## config.mk

```make
export PLATFORM = sky130hd
export DESIGN_NAME = radix5_dft_butterfly_flat
export DESIGN_NICKNAME = d
export VERILOG_FILES = /design/src/hdl/r5b_pkg.sv /design/src/hdl/r5b_sample_if.sv /design/src/hdl/r5b_spectrum_if.sv /design/src/hdl/r5b_cfg_if.sv /design/src/hdl/r5b_presum.sv /design/src/hdl/r5b_qmul.sv /design/src/hdl/r5b_rotate.sv /design/src/hdl/r5b_combine.sv /design/src/hdl/r5b_finish.sv /design/src/hdl/radix5_dft_butterfly.sv /design/src/flat_wrapper.sv
export SDC_FILE = /design/constraint.sdc
export NUM_CORES = 2
export LEC_CHECK = 0
export BUFFER_PORTS_ARGS = -buffer_cell sky130_fd_sc_hd__buf_2
export CORE_MARGIN = 2
export CORE_UTILIZATION = 45
export CTS_BUF_LIST = sky130_fd_sc_hd__clkbuf_8 sky130_fd_sc_hd__clkbuf_16
export CTS_CLUSTER_SIZE = 20
export DETAILED_ROUTE_END_ITERATION = 10
export PLACE_DENSITY = 0.62
export SKIP_LAST_GASP = 1
export SLEW_MARGIN = 30
export SYNTH_ARGS = -nofsm -noshare
export SYNTH_HDL_FRONTEND = slang
export SYNTH_SLANG_ARGS = --single-unit
```

## constraint.sdc

```tcl
create_clock -name clk -period 30.5 [get_ports clk]
set_clock_uncertainty 0.2 [all_clocks]
set_input_delay 1.525 -clock clk [delete_from_list [all_inputs] [get_ports clk]]
set_output_delay 1.525 -clock clk [all_outputs]
set_load 0.005 [all_outputs]
```

## src/hdl/r5b_pkg.sv

```systemverilog
`timescale 1ns / 1ps
`default_nettype none
// ----------------------------------------------------------------------------
// r5b_pkg - shared definitions for the radix-5 DFT butterfly
// Default sizes, Q0.31 coefficient seeds and the per-stage tag type.
// ----------------------------------------------------------------------------
package r5b_pkg;

    localparam int SAMPLE_BITS_DEF    = 16;
    localparam int COEF_FRAC_BITS_DEF = 15;

    // Q0.31 seeds: 0.559017, 0.951057, 0.25, 0.587785
    localparam logic [31:0] K31_C1 = 32'd1200479854;
    localparam logic [31:0] K31_C2 = 32'd2042378317;
    localparam logic [31:0] K31_C3 = 32'd536870912;
    localparam logic [31:0] K31_C4 = 32'd1262259218;

    // Round a Q0.31 seed to frac bits, halves up.
    function automatic logic [31:0] coef_q(input logic [31:0] k31, input int frac);
        return ((k31 >> (30 - frac)) + 32'd1) >> 1;
    endfunction

    // Control that travels with each beat down the pipeline.
    typedef struct packed {
        logic valid;
        logic inv;
        logic last;
    } tag_t;

endpackage
`default_nettype wire

```

## src/hdl/r5b_sample_if.sv

```systemverilog
`timescale 1ns / 1ps
`default_nettype none
// ----------------------------------------------------------------------------
// r5b_sample_if - input channel
// Five complex samples and the last flag, valid/ready handshake.
// ----------------------------------------------------------------------------
interface r5b_sample_if #(
    parameter int SAMPLE_BITS = r5b_pkg::SAMPLE_BITS_DEF
);
    logic                          valid;
    logic                          ready;
    logic signed [SAMPLE_BITS-1:0] x0_re;
    logic signed [SAMPLE_BITS-1:0] x0_im;
    logic signed [SAMPLE_BITS-1:0] x1_re;
    logic signed [SAMPLE_BITS-1:0] x1_im;
    logic signed [SAMPLE_BITS-1:0] x2_re;
    logic signed [SAMPLE_BITS-1:0] x2_im;
    logic signed [SAMPLE_BITS-1:0] x3_re;
    logic signed [SAMPLE_BITS-1:0] x3_im;
    logic signed [SAMPLE_BITS-1:0] x4_re;
    logic signed [SAMPLE_BITS-1:0] x4_im;
    logic                          last_in;

    modport source (
        output valid, x0_re, x0_im, x1_re, x1_im, x2_re, x2_im,
               x3_re, x3_im, x4_re, x4_im, last_in,
        input  ready
    );
    modport sink (
        input  valid, x0_re, x0_im, x1_re, x1_im, x2_re, x2_im,
               x3_re, x3_im, x4_re, x4_im, last_in,
        output ready
    );
endinterface
`default_nettype wire

```

## src/hdl/r5b_spectrum_if.sv

```systemverilog
`timescale 1ns / 1ps
`default_nettype none
// ----------------------------------------------------------------------------
// r5b_spectrum_if - output channel
// Five complex DFT bins (SAMPLE_BITS + 3 bits) and the last flag.
// ----------------------------------------------------------------------------
interface r5b_spectrum_if #(
    parameter int SAMPLE_BITS = r5b_pkg::SAMPLE_BITS_DEF
);
    logic                            valid;
    logic                            ready;
    logic signed [SAMPLE_BITS+2:0]   y0_re;
    logic signed [SAMPLE_BITS+2:0]   y0_im;
    logic signed [SAMPLE_BITS+2:0]   y1_re;
    logic signed [SAMPLE_BITS+2:0]   y1_im;
    logic signed [SAMPLE_BITS+2:0]   y2_re;
    logic signed [SAMPLE_BITS+2:0]   y2_im;
    logic signed [SAMPLE_BITS+2:0]   y3_re;
    logic signed [SAMPLE_BITS+2:0]   y3_im;
    logic signed [SAMPLE_BITS+2:0]   y4_re;
    logic signed [SAMPLE_BITS+2:0]   y4_im;
    logic                            last_out;

    modport source (
        output valid, y0_re, y0_im, y1_re, y1_im, y2_re, y2_im,
               y3_re, y3_im, y4_re, y4_im, last_out,
        input  ready
    );
    modport sink (
        input  valid, y0_re, y0_im, y1_re, y1_im, y2_re, y2_im,
               y3_re, y3_im, y4_re, y4_im, last_out,
        output ready
    );
endinterface
`default_nettype wire

```

## src/hdl/r5b_cfg_if.sv

```systemverilog
`timescale 1ns / 1ps
`default_nettype none
// ----------------------------------------------------------------------------
// r5b_cfg_if - configuration write channel
// Carries the inverse register bit, valid/ready handshake.
// ----------------------------------------------------------------------------
interface r5b_cfg_if;
    logic valid;
    logic ready;
    logic inverse;

    modport source (output valid, inverse, input ready);
    modport sink   (input valid, inverse, output ready);
endinterface
`default_nettype wire

```

## src/hdl/r5b_presum.sv

```systemverilog
`timescale 1ns / 1ps
`default_nettype none
// ----------------------------------------------------------------------------
// r5b_presum - stage 1
// Optional re/im swap, then the sum and difference terms of the butterfly.
// ----------------------------------------------------------------------------
module r5b_presum #(
    parameter int SAMPLE_BITS = r5b_pkg::SAMPLE_BITS_DEF
) (
    input  logic                          clk,
    input  logic                          rst_n,
    input  logic                          en,
    input  r5b_pkg::tag_t                 tag_in,
    input  logic signed [SAMPLE_BITS-1:0] xr [5],
    input  logic signed [SAMPLE_BITS-1:0] xi [5],
    output r5b_pkg::tag_t                 tag_out,
    output logic signed [SAMPLE_BITS-1:0] r0,
    output logic signed [SAMPLE_BITS-1:0] m0,
    output logic signed [SAMPLE_BITS+1:0] sr,
    output logic signed [SAMPLE_BITS+1:0] si,
    output logic signed [SAMPLE_BITS+1:0] ur,
    output logic signed [SAMPLE_BITS+1:0] ui,
    output logic signed [SAMPLE_BITS:0]   d41r,
    output logic signed [SAMPLE_BITS:0]   d41i,
    output logic signed [SAMPLE_BITS:0]   d32r,
    output logic signed [SAMPLE_BITS:0]   d32i
);
    localparam int S1 = SAMPLE_BITS + 1;
    localparam int S2 = SAMPLE_BITS + 2;

    logic signed [SAMPLE_BITS-1:0] r [5];
    logic signed [SAMPLE_BITS-1:0] m [5];
    logic signed [S1-1:0] s14r, s23r, s14i, s23i;
    logic signed [S2-1:0] sr_next, si_next, ur_next, ui_next;
    logic signed [S1-1:0] d41r_next, d41i_next, d32r_next, d32i_next;

    r5b_pkg::tag_t                 tag_reg;
    logic signed [SAMPLE_BITS-1:0] r0_reg, m0_reg;
    logic signed [S2-1:0]          sr_reg, si_reg, ur_reg, ui_reg;
    logic signed [S1-1:0]          d41r_reg, d41i_reg, d32r_reg, d32i_reg;

    always_comb
    begin
        for (int k = 0; k < 5; k++)
        begin
            r[k] = tag_in.inv ? xi[k] : xr[k];
            m[k] = tag_in.inv ? xr[k] : xi[k];
        end
    end

    assign s14r      = S1'(r[1]) + S1'(r[4]);
    assign s23r      = S1'(r[2]) + S1'(r[3]);
    assign s14i      = S1'(m[1]) + S1'(m[4]);
    assign s23i      = S1'(m[2]) + S1'(m[3]);
    assign sr_next   = S2'(s14r) + S2'(s23r);
    assign si_next   = S2'(s14i) + S2'(s23i);
    assign ur_next   = S2'(s14r) - S2'(s23r);
    assign ui_next   = S2'(s14i) - S2'(s23i);
    assign d41r_next = S1'(r[4]) - S1'(r[1]);
    assign d41i_next = S1'(m[4]) - S1'(m[1]);
    assign d32r_next = S1'(r[3]) - S1'(r[2]);
    assign d32i_next = S1'(m[3]) - S1'(m[2]);

    always_ff @(posedge clk or negedge rst_n)
    begin
        if (!rst_n)
        begin
            tag_reg <= '0;
        end
        else if (en)
        begin
            tag_reg <= tag_in;
        end
    end

    always_ff @(posedge clk)
    begin
        if (en)
        begin
            r0_reg   <= r[0];
            m0_reg   <= m[0];
            sr_reg   <= sr_next;
            si_reg   <= si_next;
            ur_reg   <= ur_next;
            ui_reg   <= ui_next;
            d41r_reg <= d41r_next;
            d41i_reg <= d41i_next;
            d32r_reg <= d32r_next;
            d32i_reg <= d32i_next;
        end
    end

    assign tag_out = tag_reg;
    assign r0      = r0_reg;
    assign m0      = m0_reg;
    assign sr      = sr_reg;
    assign si      = si_reg;
    assign ur      = ur_reg;
    assign ui      = ui_reg;
    assign d41r    = d41r_reg;
    assign d41i    = d41i_reg;
    assign d32r    = d32r_reg;
    assign d32i    = d32i_reg;
endmodule
`default_nettype wire

```

## src/hdl/r5b_qmul.sv

```systemverilog
`timescale 1ns / 1ps
`default_nettype none
// ----------------------------------------------------------------------------
// r5b_qmul - constant coefficient multiplier
// Signed data times a positive Qx.FRAC coefficient, rounded half up, registered.
// ----------------------------------------------------------------------------
module r5b_qmul #(
    parameter int               A_BITS    = r5b_pkg::SAMPLE_BITS_DEF + 2,
    parameter int               FRAC_BITS = r5b_pkg::COEF_FRAC_BITS_DEF,
    parameter logic [FRAC_BITS:0] COEF    = '0
) (
    input  logic                                  clk,
    input  logic                                  en,
    input  logic signed [A_BITS-1:0]              a,
    output logic signed [A_BITS:0]                q
);
    localparam int P = A_BITS + FRAC_BITS + 1;
    localparam logic signed [P-1:0] RND = P'(1) << (FRAC_BITS - 1);

    logic signed [P-1:0] a_ext;
    logic signed [P-1:0] c_ext;
    logic signed [P-1:0] prod;
    logic signed [P-1:0] rnd;
    logic signed [A_BITS:0] q_reg;

    assign a_ext = P'(a);
    assign c_ext = P'(COEF);
    assign prod  = a_ext * c_ext;
    assign rnd   = prod + RND;

    always_ff @(posedge clk)
    begin
        if (en)
        begin
            q_reg <= rnd[P-1:FRAC_BITS];
        end
    end

    assign q = q_reg;
endmodule
`default_nettype wire

```

## src/hdl/r5b_rotate.sv

```systemverilog
`timescale 1ns / 1ps
`default_nettype none
// ----------------------------------------------------------------------------
// r5b_rotate - stage 2
// The twelve coefficient products, plus bin 0 which needs no multiply.
// ----------------------------------------------------------------------------
module r5b_rotate #(
    parameter int SAMPLE_BITS    = r5b_pkg::SAMPLE_BITS_DEF,
    parameter int COEF_FRAC_BITS = r5b_pkg::COEF_FRAC_BITS_DEF
) (
    input  logic                          clk,
    input  logic                          rst_n,
    input  logic                          en,
    input  r5b_pkg::tag_t                 tag_in,
    input  logic signed [SAMPLE_BITS-1:0] r0,
    input  logic signed [SAMPLE_BITS-1:0] m0,
    input  logic signed [SAMPLE_BITS+1:0] sr,
    input  logic signed [SAMPLE_BITS+1:0] si,
    input  logic signed [SAMPLE_BITS+1:0] ur,
    input  logic signed [SAMPLE_BITS+1:0] ui,
    input  logic signed [SAMPLE_BITS:0]   d41r,
    input  logic signed [SAMPLE_BITS:0]   d41i,
    input  logic signed [SAMPLE_BITS:0]   d32r,
    input  logic signed [SAMPLE_BITS:0]   d32i,
    output r5b_pkg::tag_t                 tag_out,
    output logic signed [SAMPLE_BITS-1:0] r0_out,
    output logic signed [SAMPLE_BITS-1:0] m0_out,
    output logic signed [SAMPLE_BITS+2:0] y0r,
    output logic signed [SAMPLE_BITS+2:0] y0i,
    output logic signed [SAMPLE_BITS+2:0] qsr,
    output logic signed [SAMPLE_BITS+2:0] qsi,
    output logic signed [SAMPLE_BITS+2:0] qur,
    output logic signed [SAMPLE_BITS+2:0] qui,
    output logic signed [SAMPLE_BITS+1:0] d41r_c2,
    output logic signed [SAMPLE_BITS+1:0] d41r_c4,
    output logic signed [SAMPLE_BITS+1:0] d32r_c2,
    output logic signed [SAMPLE_BITS+1:0] d32r_c4,
    output logic signed [SAMPLE_BITS+1:0] d41i_c2,
    output logic signed [SAMPLE_BITS+1:0] d41i_c4,
    output logic signed [SAMPLE_BITS+1:0] d32i_c2,
    output logic signed [SAMPLE_BITS+1:0] d32i_c4
);
    localparam int CB = COEF_FRAC_BITS + 1;
    localparam int S2 = SAMPLE_BITS + 2;
    localparam int S3 = SAMPLE_BITS + 3;
    localparam logic [CB-1:0] C1 = CB'(r5b_pkg::coef_q(r5b_pkg::K31_C1, COEF_FRAC_BITS));
    localparam logic [CB-1:0] C2 = CB'(r5b_pkg::coef_q(r5b_pkg::K31_C2, COEF_FRAC_BITS));
    localparam logic [CB-1:0] C3 = CB'(r5b_pkg::coef_q(r5b_pkg::K31_C3, COEF_FRAC_BITS));
    localparam logic [CB-1:0] C4 = CB'(r5b_pkg::coef_q(r5b_pkg::K31_C4, COEF_FRAC_BITS));

    r5b_pkg::tag_t                 tag_reg;
    logic signed [SAMPLE_BITS-1:0] r0_reg, m0_reg;
    logic signed [S3-1:0]          y0r_reg, y0i_reg;

    always_ff @(posedge clk or negedge rst_n)
    begin
        if (!rst_n)
        begin
            tag_reg <= '0;
        end
        else if (en)
        begin
            tag_reg <= tag_in;
        end
    end

    always_ff @(posedge clk)
    begin
        if (en)
        begin
            r0_reg  <= r0;
            m0_reg  <= m0;
            y0r_reg <= S3'(r0) + S3'(sr);
            y0i_reg <= S3'(m0) + S3'(si);
        end
    end

    // sums times 0.25 and differences-of-sums times 0.559
    r5b_qmul #(.A_BITS(S2), .FRAC_BITS(COEF_FRAC_BITS), .COEF(C3)) u_qsr
        (.clk(clk), .en(en), .a(sr), .q(qsr));
    r5b_qmul #(.A_BITS(S2), .FRAC_BITS(COEF_FRAC_BITS), .COEF(C3)) u_qsi
        (.clk(clk), .en(en), .a(si), .q(qsi));
    r5b_qmul #(.A_BITS(S2), .FRAC_BITS(COEF_FRAC_BITS), .COEF(C1)) u_qur
        (.clk(clk), .en(en), .a(ur), .q(qur));
    r5b_qmul #(.A_BITS(S2), .FRAC_BITS(COEF_FRAC_BITS), .COEF(C1)) u_qui
        (.clk(clk), .en(en), .a(ui), .q(qui));

    // rotation terms (sine coefficients)
    r5b_qmul #(.A_BITS(S2 - 1), .FRAC_BITS(COEF_FRAC_BITS), .COEF(C2)) u_d41r_c2
        (.clk(clk), .en(en), .a(d41r), .q(d41r_c2));
    r5b_qmul #(.A_BITS(S2 - 1), .FRAC_BITS(COEF_FRAC_BITS), .COEF(C4)) u_d41r_c4
        (.clk(clk), .en(en), .a(d41r), .q(d41r_c4));
    r5b_qmul #(.A_BITS(S2 - 1), .FRAC_BITS(COEF_FRAC_BITS), .COEF(C2)) u_d32r_c2
        (.clk(clk), .en(en), .a(d32r), .q(d32r_c2));
    r5b_qmul #(.A_BITS(S2 - 1), .FRAC_BITS(COEF_FRAC_BITS), .COEF(C4)) u_d32r_c4
        (.clk(clk), .en(en), .a(d32r), .q(d32r_c4));
    r5b_qmul #(.A_BITS(S2 - 1), .FRAC_BITS(COEF_FRAC_BITS), .COEF(C2)) u_d41i_c2
        (.clk(clk), .en(en), .a(d41i), .q(d41i_c2));
    r5b_qmul #(.A_BITS(S2 - 1), .FRAC_BITS(COEF_FRAC_BITS), .COEF(C4)) u_d41i_c4
        (.clk(clk), .en(en), .a(d41i), .q(d41i_c4));
    r5b_qmul #(.A_BITS(S2 - 1), .FRAC_BITS(COEF_FRAC_BITS), .COEF(C2)) u_d32i_c2
        (.clk(clk), .en(en), .a(d32i), .q(d32i_c2));
    r5b_qmul #(.A_BITS(S2 - 1), .FRAC_BITS(COEF_FRAC_BITS), .COEF(C4)) u_d32i_c4
        (.clk(clk), .en(en), .a(d32i), .q(d32i_c4));

    assign tag_out = tag_reg;
    assign r0_out  = r0_reg;
    assign m0_out  = m0_reg;
    assign y0r     = y0r_reg;
    assign y0i     = y0i_reg;
endmodule
`default_nettype wire

```

## src/hdl/r5b_combine.sv

```systemverilog
`timescale 1ns / 1ps
`default_nettype none
// ----------------------------------------------------------------------------
// r5b_combine - stage 3
// Builds the cosine parts (a) and the sine parts (p) of bins 1 to 4.
// ----------------------------------------------------------------------------
module r5b_combine #(
    parameter int SAMPLE_BITS = r5b_pkg::SAMPLE_BITS_DEF
) (
    input  logic                          clk,
    input  logic                          rst_n,
    input  logic                          en,
    input  r5b_pkg::tag_t                 tag_in,
    input  logic signed [SAMPLE_BITS-1:0] r0,
    input  logic signed [SAMPLE_BITS-1:0] m0,
    input  logic signed [SAMPLE_BITS+2:0] y0r,
    input  logic signed [SAMPLE_BITS+2:0] y0i,
    input  logic signed [SAMPLE_BITS+2:0] qsr,
    input  logic signed [SAMPLE_BITS+2:0] qsi,
    input  logic signed [SAMPLE_BITS+2:0] qur,
    input  logic signed [SAMPLE_BITS+2:0] qui,
    input  logic signed [SAMPLE_BITS+1:0] d41r_c2,
    input  logic signed [SAMPLE_BITS+1:0] d41r_c4,
    input  logic signed [SAMPLE_BITS+1:0] d32r_c2,
    input  logic signed [SAMPLE_BITS+1:0] d32r_c4,
    input  logic signed [SAMPLE_BITS+1:0] d41i_c2,
    input  logic signed [SAMPLE_BITS+1:0] d41i_c4,
    input  logic signed [SAMPLE_BITS+1:0] d32i_c2,
    input  logic signed [SAMPLE_BITS+1:0] d32i_c4,
    output r5b_pkg::tag_t                 tag_out,
    output logic signed [SAMPLE_BITS+2:0] y0r_out,
    output logic signed [SAMPLE_BITS+2:0] y0i_out,
    output logic signed [SAMPLE_BITS+4:0] ar1,
    output logic signed [SAMPLE_BITS+4:0] ai1,
    output logic signed [SAMPLE_BITS+4:0] ar2,
    output logic signed [SAMPLE_BITS+4:0] ai2,
    output logic signed [SAMPLE_BITS+4:0] pr1,
    output logic signed [SAMPLE_BITS+4:0] pi1,
    output logic signed [SAMPLE_BITS+4:0] pr2,
    output logic signed [SAMPLE_BITS+4:0] pi2
);
    localparam int W  = SAMPLE_BITS + 5;
    localparam int S3 = SAMPLE_BITS + 3;

    logic signed [W-1:0] br, bi;
    r5b_pkg::tag_t       tag_reg;
    logic signed [S3-1:0] y0r_reg, y0i_reg;
    logic signed [W-1:0] ar1_reg, ai1_reg, ar2_reg, ai2_reg;
    logic signed [W-1:0] pr1_reg, pi1_reg, pr2_reg, pi2_reg;

    assign br = W'(r0) - W'(qsr);
    assign bi = W'(m0) - W'(qsi);

    always_ff @(posedge clk or negedge rst_n)
    begin
        if (!rst_n)
        begin
            tag_reg <= '0;
        end
        else if (en)
        begin
            tag_reg <= tag_in;
        end
    end

    always_ff @(posedge clk)
    begin
        if (en)
        begin
            y0r_reg <= y0r;
            y0i_reg <= y0i;
            ar1_reg <= br + W'(qur);
            ai1_reg <= bi + W'(qui);
            ar2_reg <= br - W'(qur);
            ai2_reg <= bi - W'(qui);
            pr1_reg <= W'(d41i_c2) + W'(d32i_c4);
            pi1_reg <= W'(d41r_c2) + W'(d32r_c4);
            pr2_reg <= W'(d41i_c4) - W'(d32i_c2);
            pi2_reg <= W'(d41r_c4) - W'(d32r_c2);
        end
    end

    assign tag_out = tag_reg;
    assign y0r_out = y0r_reg;
    assign y0i_out = y0i_reg;
    assign ar1     = ar1_reg;
    assign ai1     = ai1_reg;
    assign ar2     = ar2_reg;
    assign ai2     = ai2_reg;
    assign pr1     = pr1_reg;
    assign pi1     = pi1_reg;
    assign pr2     = pr2_reg;
    assign pi2     = pi2_reg;
endmodule
`default_nettype wire

```

## src/hdl/r5b_finish.sv

```systemverilog
`timescale 1ns / 1ps
`default_nettype none
// ----------------------------------------------------------------------------
// r5b_finish - stage 4 and output register
// Final add/sub for bins 1 to 4, saturation, re/im swap back.
// ----------------------------------------------------------------------------
module r5b_finish #(
    parameter int SAMPLE_BITS = r5b_pkg::SAMPLE_BITS_DEF
) (
    input  logic                          clk,
    input  logic                          rst_n,
    input  logic                          en,
    input  r5b_pkg::tag_t                 tag_in,
    input  logic signed [SAMPLE_BITS+2:0] y0r,
    input  logic signed [SAMPLE_BITS+2:0] y0i,
    input  logic signed [SAMPLE_BITS+4:0] ar1,
    input  logic signed [SAMPLE_BITS+4:0] ai1,
    input  logic signed [SAMPLE_BITS+4:0] ar2,
    input  logic signed [SAMPLE_BITS+4:0] ai2,
    input  logic signed [SAMPLE_BITS+4:0] pr1,
    input  logic signed [SAMPLE_BITS+4:0] pi1,
    input  logic signed [SAMPLE_BITS+4:0] pr2,
    input  logic signed [SAMPLE_BITS+4:0] pi2,
    output r5b_pkg::tag_t                 tag_out,
    output logic signed [SAMPLE_BITS+2:0] yre [5],
    output logic signed [SAMPLE_BITS+2:0] yim [5]
);
    localparam int W  = SAMPLE_BITS + 5;
    localparam int OB = SAMPLE_BITS + 3;
    localparam logic signed [W-1:0] SAT_HI = {{(W - OB + 1){1'b0}}, {(OB - 1){1'b1}}};
    localparam logic signed [W-1:0] SAT_LO = {{(W - OB + 1){1'b1}}, {(OB - 1){1'b0}}};

    function automatic logic signed [OB-1:0] sat(input logic signed [W-1:0] v);
        logic signed [W-1:0] c;
        c = v;
        if (v > SAT_HI)
        begin
            c = SAT_HI;
        end
        else if (v < SAT_LO)
        begin
            c = SAT_LO;
        end
        return c[OB-1:0];
    endfunction

    logic signed [W-1:0]  vr [5];
    logic signed [W-1:0]  vi [5];
    logic signed [OB-1:0] yre_next [5];
    logic signed [OB-1:0] yim_next [5];

    r5b_pkg::tag_t        tag_reg;
    logic signed [OB-1:0] yre_reg [5];
    logic signed [OB-1:0] yim_reg [5];

    always_comb
    begin
        vr[0] = W'(y0r);
        vi[0] = W'(y0i);
        vr[1] = ar1 - pr1;
        vi[1] = ai1 + pi1;
        vr[4] = ar1 + pr1;
        vi[4] = ai1 - pi1;
        vr[2] = ar2 - pr2;
        vi[2] = ai2 + pi2;
        vr[3] = ar2 + pr2;
        vi[3] = ai2 - pi2;
        for (int k = 0; k < 5; k++)
        begin
            yre_next[k] = tag_in.inv ? sat(vi[k]) : sat(vr[k]);
            yim_next[k] = tag_in.inv ? sat(vr[k]) : sat(vi[k]);
        end
    end

    always_ff @(posedge clk or negedge rst_n)
    begin
        if (!rst_n)
        begin
            tag_reg <= '0;
        end
        else if (en)
        begin
            tag_reg <= tag_in;
        end
    end

    always_ff @(posedge clk)
    begin
        if (en)
        begin
            yre_reg <= yre_next;
            yim_reg <= yim_next;
        end
    end

    assign tag_out = tag_reg;
    assign yre     = yre_reg;
    assign yim     = yim_reg;
endmodule
`default_nettype wire

```

## src/hdl/radix5_dft_butterfly.sv

```systemverilog
`timescale 1ns / 1ps
`default_nettype none
// ----------------------------------------------------------------------------
// radix5_dft_butterfly - streaming 5-point DFT butterfly
//
// samples  : sink channel, five complex points x0..x4 plus last_in per beat.
// spectrum : source channel, five complex bins y0..y4 (SAMPLE_BITS + 3 bits,
//            saturated) plus last_out, a copy of last_in.
// cfg      : write channel for the inverse bit; always ready. Bit set swaps
//            re/im on the way in and out, giving an unscaled inverse DFT.
//            Write it only while the pipe is empty.
// Pipeline : four register stages (pre-sums, coefficient multiply, partial
//            combine, final add/saturate into the output register). A beat
//            moves through them in that order and is presented on spectrum
//            from the output register until spectrum.ready takes it.
// Rate     : one beat per cycle; each stage moves when its successor is empty
//            or moving, so bubbles collapse and a stalled output holds the
//            pipe without dropping or repeating a beat. samples.ready falls
//            only once all four stages are full and spectrum.ready is low.
// Reset    : rst_n clears all stage valid bits and the inverse bit.
// ----------------------------------------------------------------------------
module radix5_dft_butterfly #(
    parameter int SAMPLE_BITS    = r5b_pkg::SAMPLE_BITS_DEF,
    parameter int COEF_FRAC_BITS = r5b_pkg::COEF_FRAC_BITS_DEF
) (
    input  logic           clk,
    input  logic           rst_n,
    r5b_sample_if.sink     samples,
    r5b_spectrum_if.source spectrum,
    r5b_cfg_if.sink        cfg
);
    localparam int SB = SAMPLE_BITS;

    // config register
    logic inverse_reg;

    always_ff @(posedge clk or negedge rst_n)
    begin
        if (!rst_n)
        begin
            inverse_reg <= 1'b0;
        end
        else if (cfg.valid)
        begin
            inverse_reg <= cfg.inverse;
        end
    end

    assign cfg.ready = 1'b1;

    // stage enables: a stage loads when it is empty or its successor loads
    r5b_pkg::tag_t tag0, tag1, tag2, tag3, tag4;
    logic en1, en2, en3, en4;

    assign en4 = !tag4.valid || spectrum.ready;
    assign en3 = !tag3.valid || en4;
    assign en2 = !tag2.valid || en3;
    assign en1 = !tag1.valid || en2;

    assign samples.ready = en1;

    assign tag0.valid = samples.valid;
    assign tag0.inv   = inverse_reg;
    assign tag0.last  = samples.last_in;

    // input unpack
    logic signed [SB-1:0] xr [5];
    logic signed [SB-1:0] xi [5];

    always_comb
    begin
        xr[0] = samples.x0_re;
        xi[0] = samples.x0_im;
        xr[1] = samples.x1_re;
        xi[1] = samples.x1_im;
        xr[2] = samples.x2_re;
        xi[2] = samples.x2_im;
        xr[3] = samples.x3_re;
        xi[3] = samples.x3_im;
        xr[4] = samples.x4_re;
        xi[4] = samples.x4_im;
    end

    // stage 1: pre-sums
    logic signed [SB-1:0] s1_r0, s1_m0;
    logic signed [SB+1:0] s1_sr, s1_si, s1_ur, s1_ui;
    logic signed [SB:0]   s1_d41r, s1_d41i, s1_d32r, s1_d32i;

    r5b_presum #(.SAMPLE_BITS(SB)) u_presum (
        .clk     (clk),
        .rst_n   (rst_n),
        .en      (en1),
        .tag_in  (tag0),
        .xr      (xr),
        .xi      (xi),
        .tag_out (tag1),
        .r0      (s1_r0),
        .m0      (s1_m0),
        .sr      (s1_sr),
        .si      (s1_si),
        .ur      (s1_ur),
        .ui      (s1_ui),
        .d41r    (s1_d41r),
        .d41i    (s1_d41i),
        .d32r    (s1_d32r),
        .d32i    (s1_d32i)
    );

    // stage 2: constant multipliers
    logic signed [SB-1:0] s2_r0, s2_m0;
    logic signed [SB+2:0] s2_y0r, s2_y0i, s2_qsr, s2_qsi, s2_qur, s2_qui;
    logic signed [SB+1:0] s2_d41r_c2, s2_d41r_c4, s2_d32r_c2, s2_d32r_c4;
    logic signed [SB+1:0] s2_d41i_c2, s2_d41i_c4, s2_d32i_c2, s2_d32i_c4;

    r5b_rotate #(.SAMPLE_BITS(SB), .COEF_FRAC_BITS(COEF_FRAC_BITS)) u_rotate (
        .clk     (clk),
        .rst_n   (rst_n),
        .en      (en2),
        .tag_in  (tag1),
        .r0      (s1_r0),
        .m0      (s1_m0),
        .sr      (s1_sr),
        .si      (s1_si),
        .ur      (s1_ur),
        .ui      (s1_ui),
        .d41r    (s1_d41r),
        .d41i    (s1_d41i),
        .d32r    (s1_d32r),
        .d32i    (s1_d32i),
        .tag_out (tag2),
        .r0_out  (s2_r0),
        .m0_out  (s2_m0),
        .y0r     (s2_y0r),
        .y0i     (s2_y0i),
        .qsr     (s2_qsr),
        .qsi     (s2_qsi),
        .qur     (s2_qur),
        .qui     (s2_qui),
        .d41r_c2 (s2_d41r_c2),
        .d41r_c4 (s2_d41r_c4),
        .d32r_c2 (s2_d32r_c2),
        .d32r_c4 (s2_d32r_c4),
        .d41i_c2 (s2_d41i_c2),
        .d41i_c4 (s2_d41i_c4),
        .d32i_c2 (s2_d32i_c2),
        .d32i_c4 (s2_d32i_c4)
    );

    // stage 3: cosine and sine partials
    logic signed [SB+2:0] s3_y0r, s3_y0i;
    logic signed [SB+4:0] s3_ar1, s3_ai1, s3_ar2, s3_ai2;
    logic signed [SB+4:0] s3_pr1, s3_pi1, s3_pr2, s3_pi2;

    r5b_combine #(.SAMPLE_BITS(SB)) u_combine (
        .clk     (clk),
        .rst_n   (rst_n),
        .en      (en3),
        .tag_in  (tag2),
        .r0      (s2_r0),
        .m0      (s2_m0),
        .y0r     (s2_y0r),
        .y0i     (s2_y0i),
        .qsr     (s2_qsr),
        .qsi     (s2_qsi),
        .qur     (s2_qur),
        .qui     (s2_qui),
        .d41r_c2 (s2_d41r_c2),
        .d41r_c4 (s2_d41r_c4),
        .d32r_c2 (s2_d32r_c2),
        .d32r_c4 (s2_d32r_c4),
        .d41i_c2 (s2_d41i_c2),
        .d41i_c4 (s2_d41i_c4),
        .d32i_c2 (s2_d32i_c2),
        .d32i_c4 (s2_d32i_c4),
        .tag_out (tag3),
        .y0r_out (s3_y0r),
        .y0i_out (s3_y0i),
        .ar1     (s3_ar1),
        .ai1     (s3_ai1),
        .ar2     (s3_ar2),
        .ai2     (s3_ai2),
        .pr1     (s3_pr1),
        .pi1     (s3_pi1),
        .pr2     (s3_pr2),
        .pi2     (s3_pi2)
    );

    // stage 4: final butterflies into the output register
    logic signed [SB+2:0] yre [5];
    logic signed [SB+2:0] yim [5];

    r5b_finish #(.SAMPLE_BITS(SB)) u_finish (
        .clk     (clk),
        .rst_n   (rst_n),
        .en      (en4),
        .tag_in  (tag3),
        .y0r     (s3_y0r),
        .y0i     (s3_y0i),
        .ar1     (s3_ar1),
        .ai1     (s3_ai1),
        .ar2     (s3_ar2),
        .ai2     (s3_ai2),
        .pr1     (s3_pr1),
        .pi1     (s3_pi1),
        .pr2     (s3_pr2),
        .pi2     (s3_pi2),
        .tag_out (tag4),
        .yre     (yre),
        .yim     (yim)
    );

    assign spectrum.valid    = tag4.valid;
    assign spectrum.last_out = tag4.last;
    assign spectrum.y0_re    = yre[0];
    assign spectrum.y0_im    = yim[0];
    assign spectrum.y1_re    = yre[1];
    assign spectrum.y1_im    = yim[1];
    assign spectrum.y2_re    = yre[2];
    assign spectrum.y2_im    = yim[2];
    assign spectrum.y3_re    = yre[3];
    assign spectrum.y3_im    = yim[3];
    assign spectrum.y4_re    = yre[4];
    assign spectrum.y4_im    = yim[4];
endmodule
`default_nettype wire

```

## src/flat_wrapper.sv

```systemverilog
// flat-port wrapper written by rule: the top's interface ports become plain ports
module radix5_dft_butterfly_flat 
#(
    parameter int SAMPLE_BITS    = r5b_pkg::SAMPLE_BITS_DEF,
    parameter int COEF_FRAC_BITS = r5b_pkg::COEF_FRAC_BITS_DEF
)
  (clk, rst_n, samples_valid, samples_x0_re, samples_x0_im, samples_x1_re, samples_x1_im, samples_x2_re, samples_x2_im, samples_x3_re, samples_x3_im, samples_x4_re, samples_x4_im, samples_last_in, samples_ready, spectrum_valid, spectrum_y0_re, spectrum_y0_im, spectrum_y1_re, spectrum_y1_im, spectrum_y2_re, spectrum_y2_im, spectrum_y3_re, spectrum_y3_im, spectrum_y4_re, spectrum_y4_im, spectrum_last_out, spectrum_ready, cfg_valid, cfg_inverse, cfg_ready);
  r5b_sample_if #(.SAMPLE_BITS(SAMPLE_BITS)) samples_i ();
  r5b_spectrum_if #(.SAMPLE_BITS(SAMPLE_BITS)) spectrum_i ();
  r5b_cfg_if cfg_i ();
  input  logic clk;
  input  logic rst_n;
  input wire logic [$bits(samples_i.valid)-1:0] samples_valid;
  input wire logic [$bits(samples_i.x0_re)-1:0] samples_x0_re;
  input wire logic [$bits(samples_i.x0_im)-1:0] samples_x0_im;
  input wire logic [$bits(samples_i.x1_re)-1:0] samples_x1_re;
  input wire logic [$bits(samples_i.x1_im)-1:0] samples_x1_im;
  input wire logic [$bits(samples_i.x2_re)-1:0] samples_x2_re;
  input wire logic [$bits(samples_i.x2_im)-1:0] samples_x2_im;
  input wire logic [$bits(samples_i.x3_re)-1:0] samples_x3_re;
  input wire logic [$bits(samples_i.x3_im)-1:0] samples_x3_im;
  input wire logic [$bits(samples_i.x4_re)-1:0] samples_x4_re;
  input wire logic [$bits(samples_i.x4_im)-1:0] samples_x4_im;
  input wire logic [$bits(samples_i.last_in)-1:0] samples_last_in;
  output wire logic [$bits(samples_i.ready)-1:0] samples_ready;
  output wire logic [$bits(spectrum_i.valid)-1:0] spectrum_valid;
  output wire logic [$bits(spectrum_i.y0_re)-1:0] spectrum_y0_re;
  output wire logic [$bits(spectrum_i.y0_im)-1:0] spectrum_y0_im;
  output wire logic [$bits(spectrum_i.y1_re)-1:0] spectrum_y1_re;
  output wire logic [$bits(spectrum_i.y1_im)-1:0] spectrum_y1_im;
  output wire logic [$bits(spectrum_i.y2_re)-1:0] spectrum_y2_re;
  output wire logic [$bits(spectrum_i.y2_im)-1:0] spectrum_y2_im;
  output wire logic [$bits(spectrum_i.y3_re)-1:0] spectrum_y3_re;
  output wire logic [$bits(spectrum_i.y3_im)-1:0] spectrum_y3_im;
  output wire logic [$bits(spectrum_i.y4_re)-1:0] spectrum_y4_re;
  output wire logic [$bits(spectrum_i.y4_im)-1:0] spectrum_y4_im;
  output wire logic [$bits(spectrum_i.last_out)-1:0] spectrum_last_out;
  input wire logic [$bits(spectrum_i.ready)-1:0] spectrum_ready;
  input wire logic [$bits(cfg_i.valid)-1:0] cfg_valid;
  input wire logic [$bits(cfg_i.inverse)-1:0] cfg_inverse;
  output wire logic [$bits(cfg_i.ready)-1:0] cfg_ready;
  assign samples_i.valid = samples_valid;
  assign samples_i.x0_re = samples_x0_re;
  assign samples_i.x0_im = samples_x0_im;
  assign samples_i.x1_re = samples_x1_re;
  assign samples_i.x1_im = samples_x1_im;
  assign samples_i.x2_re = samples_x2_re;
  assign samples_i.x2_im = samples_x2_im;
  assign samples_i.x3_re = samples_x3_re;
  assign samples_i.x3_im = samples_x3_im;
  assign samples_i.x4_re = samples_x4_re;
  assign samples_i.x4_im = samples_x4_im;
  assign samples_i.last_in = samples_last_in;
  assign samples_ready = samples_i.ready;
  assign spectrum_valid = spectrum_i.valid;
  assign spectrum_y0_re = spectrum_i.y0_re;
  assign spectrum_y0_im = spectrum_i.y0_im;
  assign spectrum_y1_re = spectrum_i.y1_re;
  assign spectrum_y1_im = spectrum_i.y1_im;
  assign spectrum_y2_re = spectrum_i.y2_re;
  assign spectrum_y2_im = spectrum_i.y2_im;
  assign spectrum_y3_re = spectrum_i.y3_re;
  assign spectrum_y3_im = spectrum_i.y3_im;
  assign spectrum_y4_re = spectrum_i.y4_re;
  assign spectrum_y4_im = spectrum_i.y4_im;
  assign spectrum_last_out = spectrum_i.last_out;
  assign spectrum_i.ready = spectrum_ready;
  assign cfg_i.valid = cfg_valid;
  assign cfg_i.inverse = cfg_inverse;
  assign cfg_ready = cfg_i.ready;
  radix5_dft_butterfly #(.SAMPLE_BITS(SAMPLE_BITS), .COEF_FRAC_BITS(COEF_FRAC_BITS)) u_core (.clk(clk), .rst_n(rst_n), .samples(samples_i), .spectrum(spectrum_i), .cfg(cfg_i));
endmodule
```

==> impl_metrics.tcl <==
set metrics [dict create \
    outcome "finished, final reports clean" \
    avgSynthCellArea_um2 10.0 \
    cts_setup_buffers 0 \
    nFillCells 21800 \
    holdPathEnd "u_core.u_combine.y0r_out[4]$_DFFE_PP_" \
    hold_class "reg -> reg" \
    ys_types 127 \
    r2r_cells 24 \
    ys.flop_type "edfxtp_1" \
    drv_slew 0 \
    synth_edf_count 838 \
    place_congestion 0.995 \
    dr.pass1.iters 6 \
    synthesis.area_um2 107000 \
    tritoncts "built" \
    grt_use_total_pct 27.0 \
    ant_nets 0 \
    setup_ws_ns 22.60 \
    core_area_um2 235000 \
    synthCells 10600 \
    cp_slowest_cell "edfxtp_1" \
    critPathLaunchType "register" \
    overflow 0 \
    path_max_fanout 8 \
    antenna_found_initial 37 \
    synth_most_common_cell "inv_1" \
    cts-root-buf "clkbuf_16" \
    drt_iter0_drc 5895 \
    wl_per_cell_um 23.1 \
    dieArea_um2 241000 \
    yosysTopAreaCell "edfxtp_1" \
    drc 0 \
    cts_inserted_buffers 99 \
    drt-total-wl_um 328000 \
    min_period_ns 7.90 \
    grt_max_degree 128 \
    yosys.area.top_type_share_pct 23.6 \
    clock.fmax_ghz 0.127 \
    cts_repair_resize_count 0 \
    cp_num_buf_inv 4 \
    worst_slew_pin_slew_ns 1.08 \
    viasPerCell 5.39 \
    slowest_delay_ns 0.76 \
    hold_depth 0 \
    start_util_pct 45.3 \
    pin_count 361 \
    htreeDepth 3 \
    synth_warnings 0 \
    place.port_buffers 359 \
    rsz0062_at_grt "false" \
    worstReg2RegEnd "u_core.u_rotate.u_d32r_c2.q[17]$_DFFE_PP_" \
    relSlewSlack_pct 27.8 \
    critical_path_class "reg -> reg" \
    grt_pass1_vias 77100 \
    yosys_register_bits 850 \
    hold_start "u_core.u_rotate.y0r[4]$_DFFE_PP_" \
    cp_common_cell "fa_1" \
    clk_transition_reported_paths_ns 0.06 \
    grt_pass1_wl_um 490000 \
    syn_to_final_growth_pct 8.21 \
    pre_cts_slack_ns 22.76 \
    die_h_um 491 \
    hold_ws_ns 0.214 \
    drv_cap 0 \
    synthTopCellsByArea "edfxtp_1 (24%), fa_1 (19%), ha_1 (19%)" \
    cts_hold_repair.buffers 0 \
    cp_cell_sequence "ha_1, inv_1, fa_1, inv_1, fa_1, fa_1, fa_1, inv_1, fa_1, inv_1, ha_1, a21o_1, a21o_1, a21oi_1, o21a_1, a31oi_1, a2111oi_0, a211o_1, nor4b_2, nand3_1, nor3_2, a31oi_1, o221ai_1, xnor2_1" \
    synth_nets 13400 \
    reg2reg_from "u_core.u_presum.d32r[10]$_DFFE_PP_" \
    cp.required_ns 30.78 \
    dieWidth_um 491 \
    finalCritPeriodShare_pct 25.9 \
    synthArstFlopShare_pct 1.41 \
    regToRegSetupSlack_ns 22.60 \
    num_rows 178 \
    vias 76500 \
    tns_ns 0 \
    end_kind "register" \
    final_layout_size_suffix_gt1_share_pct 7.46 \
    finish.net_count 13800 \
    clk_latency_ns 0.79 \
    setup_viol_count_final 0 \
    worst-endpoint-arrival_ns 8.18 \
    post-dp-hpwl_um 282000 \
    synth.top_cells.by_count "inv_1 (2,220), ha_1 (1,608), fa_1 (1,034)" \
    cpLargestDelayFamily "adder cells" \
    hold_viol_final 0 \
    cts_buffer_depth 3 \
    clock_sinks 850 \
    synth-seq-area-share_pct 23.9 \
]
[placed cells by master (no fill, tap or decap), types with 18 or more instances in the layout]
cell type,instances
a211oi_1,46
a21boi_0,62
a21o_1,162
a21oi_1,562
a221oi_1,47
a22oi_1,65
a31o_2,23
a31oi_1,59
and2_1,45
and3_1,67
buf_2,359
buf_4,30
clkbuf_16,99
edfxtp_1,838
fa_1,1034
ha_1,1608
inv_1,2239
mux2_2,140
mux2i_1,100
nand2_1,394
nand2b_1,122
nand3_1,133
nand3b_1,28
nand4_1,36
nor2_1,526
nor2b_1,108
nor3_1,118
nor4_1,19
o2111ai_1,24
o211ai_1,41
o21a_1,85
o21ai_0,353
o21bai_1,112
o22ai_1,18
o31ai_1,34
or2_2,22
or3_1,28
xnor2_1,561
xor2_1,278
[layout make-up]
cell class              count  area (µm²)  area share (%)
diodes                     16        40.0          0.0347
clock buffers              99        2480            2.15
clock inverters            84         846           0.734
inverters                2223        8360            7.25
multi-input cells        7375       72100            62.5
flip-flops and latches    850       25500            22.1
well taps                3150        3940            3.42
repair buffers            394        2090            1.81
[stage by stage]
step,util [%],instance area (µm²),std cells
floorplan,-,107000,10600
global placement,47.5,112000,14000
detailed placement,47.5,112000,14000
CTS,48.9,115000,14200
global route,49.0,115000,14200
finish,49.0,115000,14200
[worst max-delay path by stage]
| stage | startpoint | endpoint | slack [ns] | cells past startpoint |
|---|---|---|---|---|
| after CTS | u_core.u_presum.d32r[11]$_DFFE_PP_ | u_core.u_rotate.u_d32r_c2.q[17]$_DFFE_PP_ | 22.70 | 24 |
| after detailed placement | u_core.u_presum.d41r[8]$_DFFE_PP_ | u_core.u_rotate.u_d41r_c2.q[17]$_DFFE_PP_ | 22.76 | 24 |
| after global routing | u_core.u_presum.d32r[11]$_DFFE_PP_ | u_core.u_rotate.u_d32r_c2.q[17]$_DFFE_PP_ | 22.16 | 24 |
| after global placement | u_core.u_presum.d32r[12]$_DFFE_PP_ | u_core.u_rotate.u_d32r_c4.q[17]$_DFFE_PP_ | 22.74 | 24 |
| final | u_core.u_presum.d32r[10]$_DFFE_PP_ | u_core.u_rotate.u_d32r_c2.q[17]$_DFFE_PP_ | 22.60 | 24 |
| after floorplan | spectrum_ready | u_core.u_rotate.m0_out[0]$_DFFE_PP_ | 19.21 | 2 |
[layer usage]
metal  routed length (µm)  up-vias  GRT usage, %
li1                     -    36100             -
met1               151000    37800          38.4
met2               149000     2242          43.5
met3                19200      313          3.46
met4                 8720       10          6.88
met5                   61        -             0
[cell families after synthesis]
| logic type | share of synthesized area, % |
|---|---|
| buffers and inverters | 8.57 |
| other | 0.00352 |
| adders and majority gates | 38.4 |
| and+or+nand+nor | 8.04 |
| muxes | 2.43 |
| DFF | 23.9 |
| AOI/OAI and AO/OA | 11.6 |
| xor gates and xnor gates | 7.05 |
Power is not shown: default switching activity piles up to over one toggle a cycle in this logic, so the estimate is an artifact.
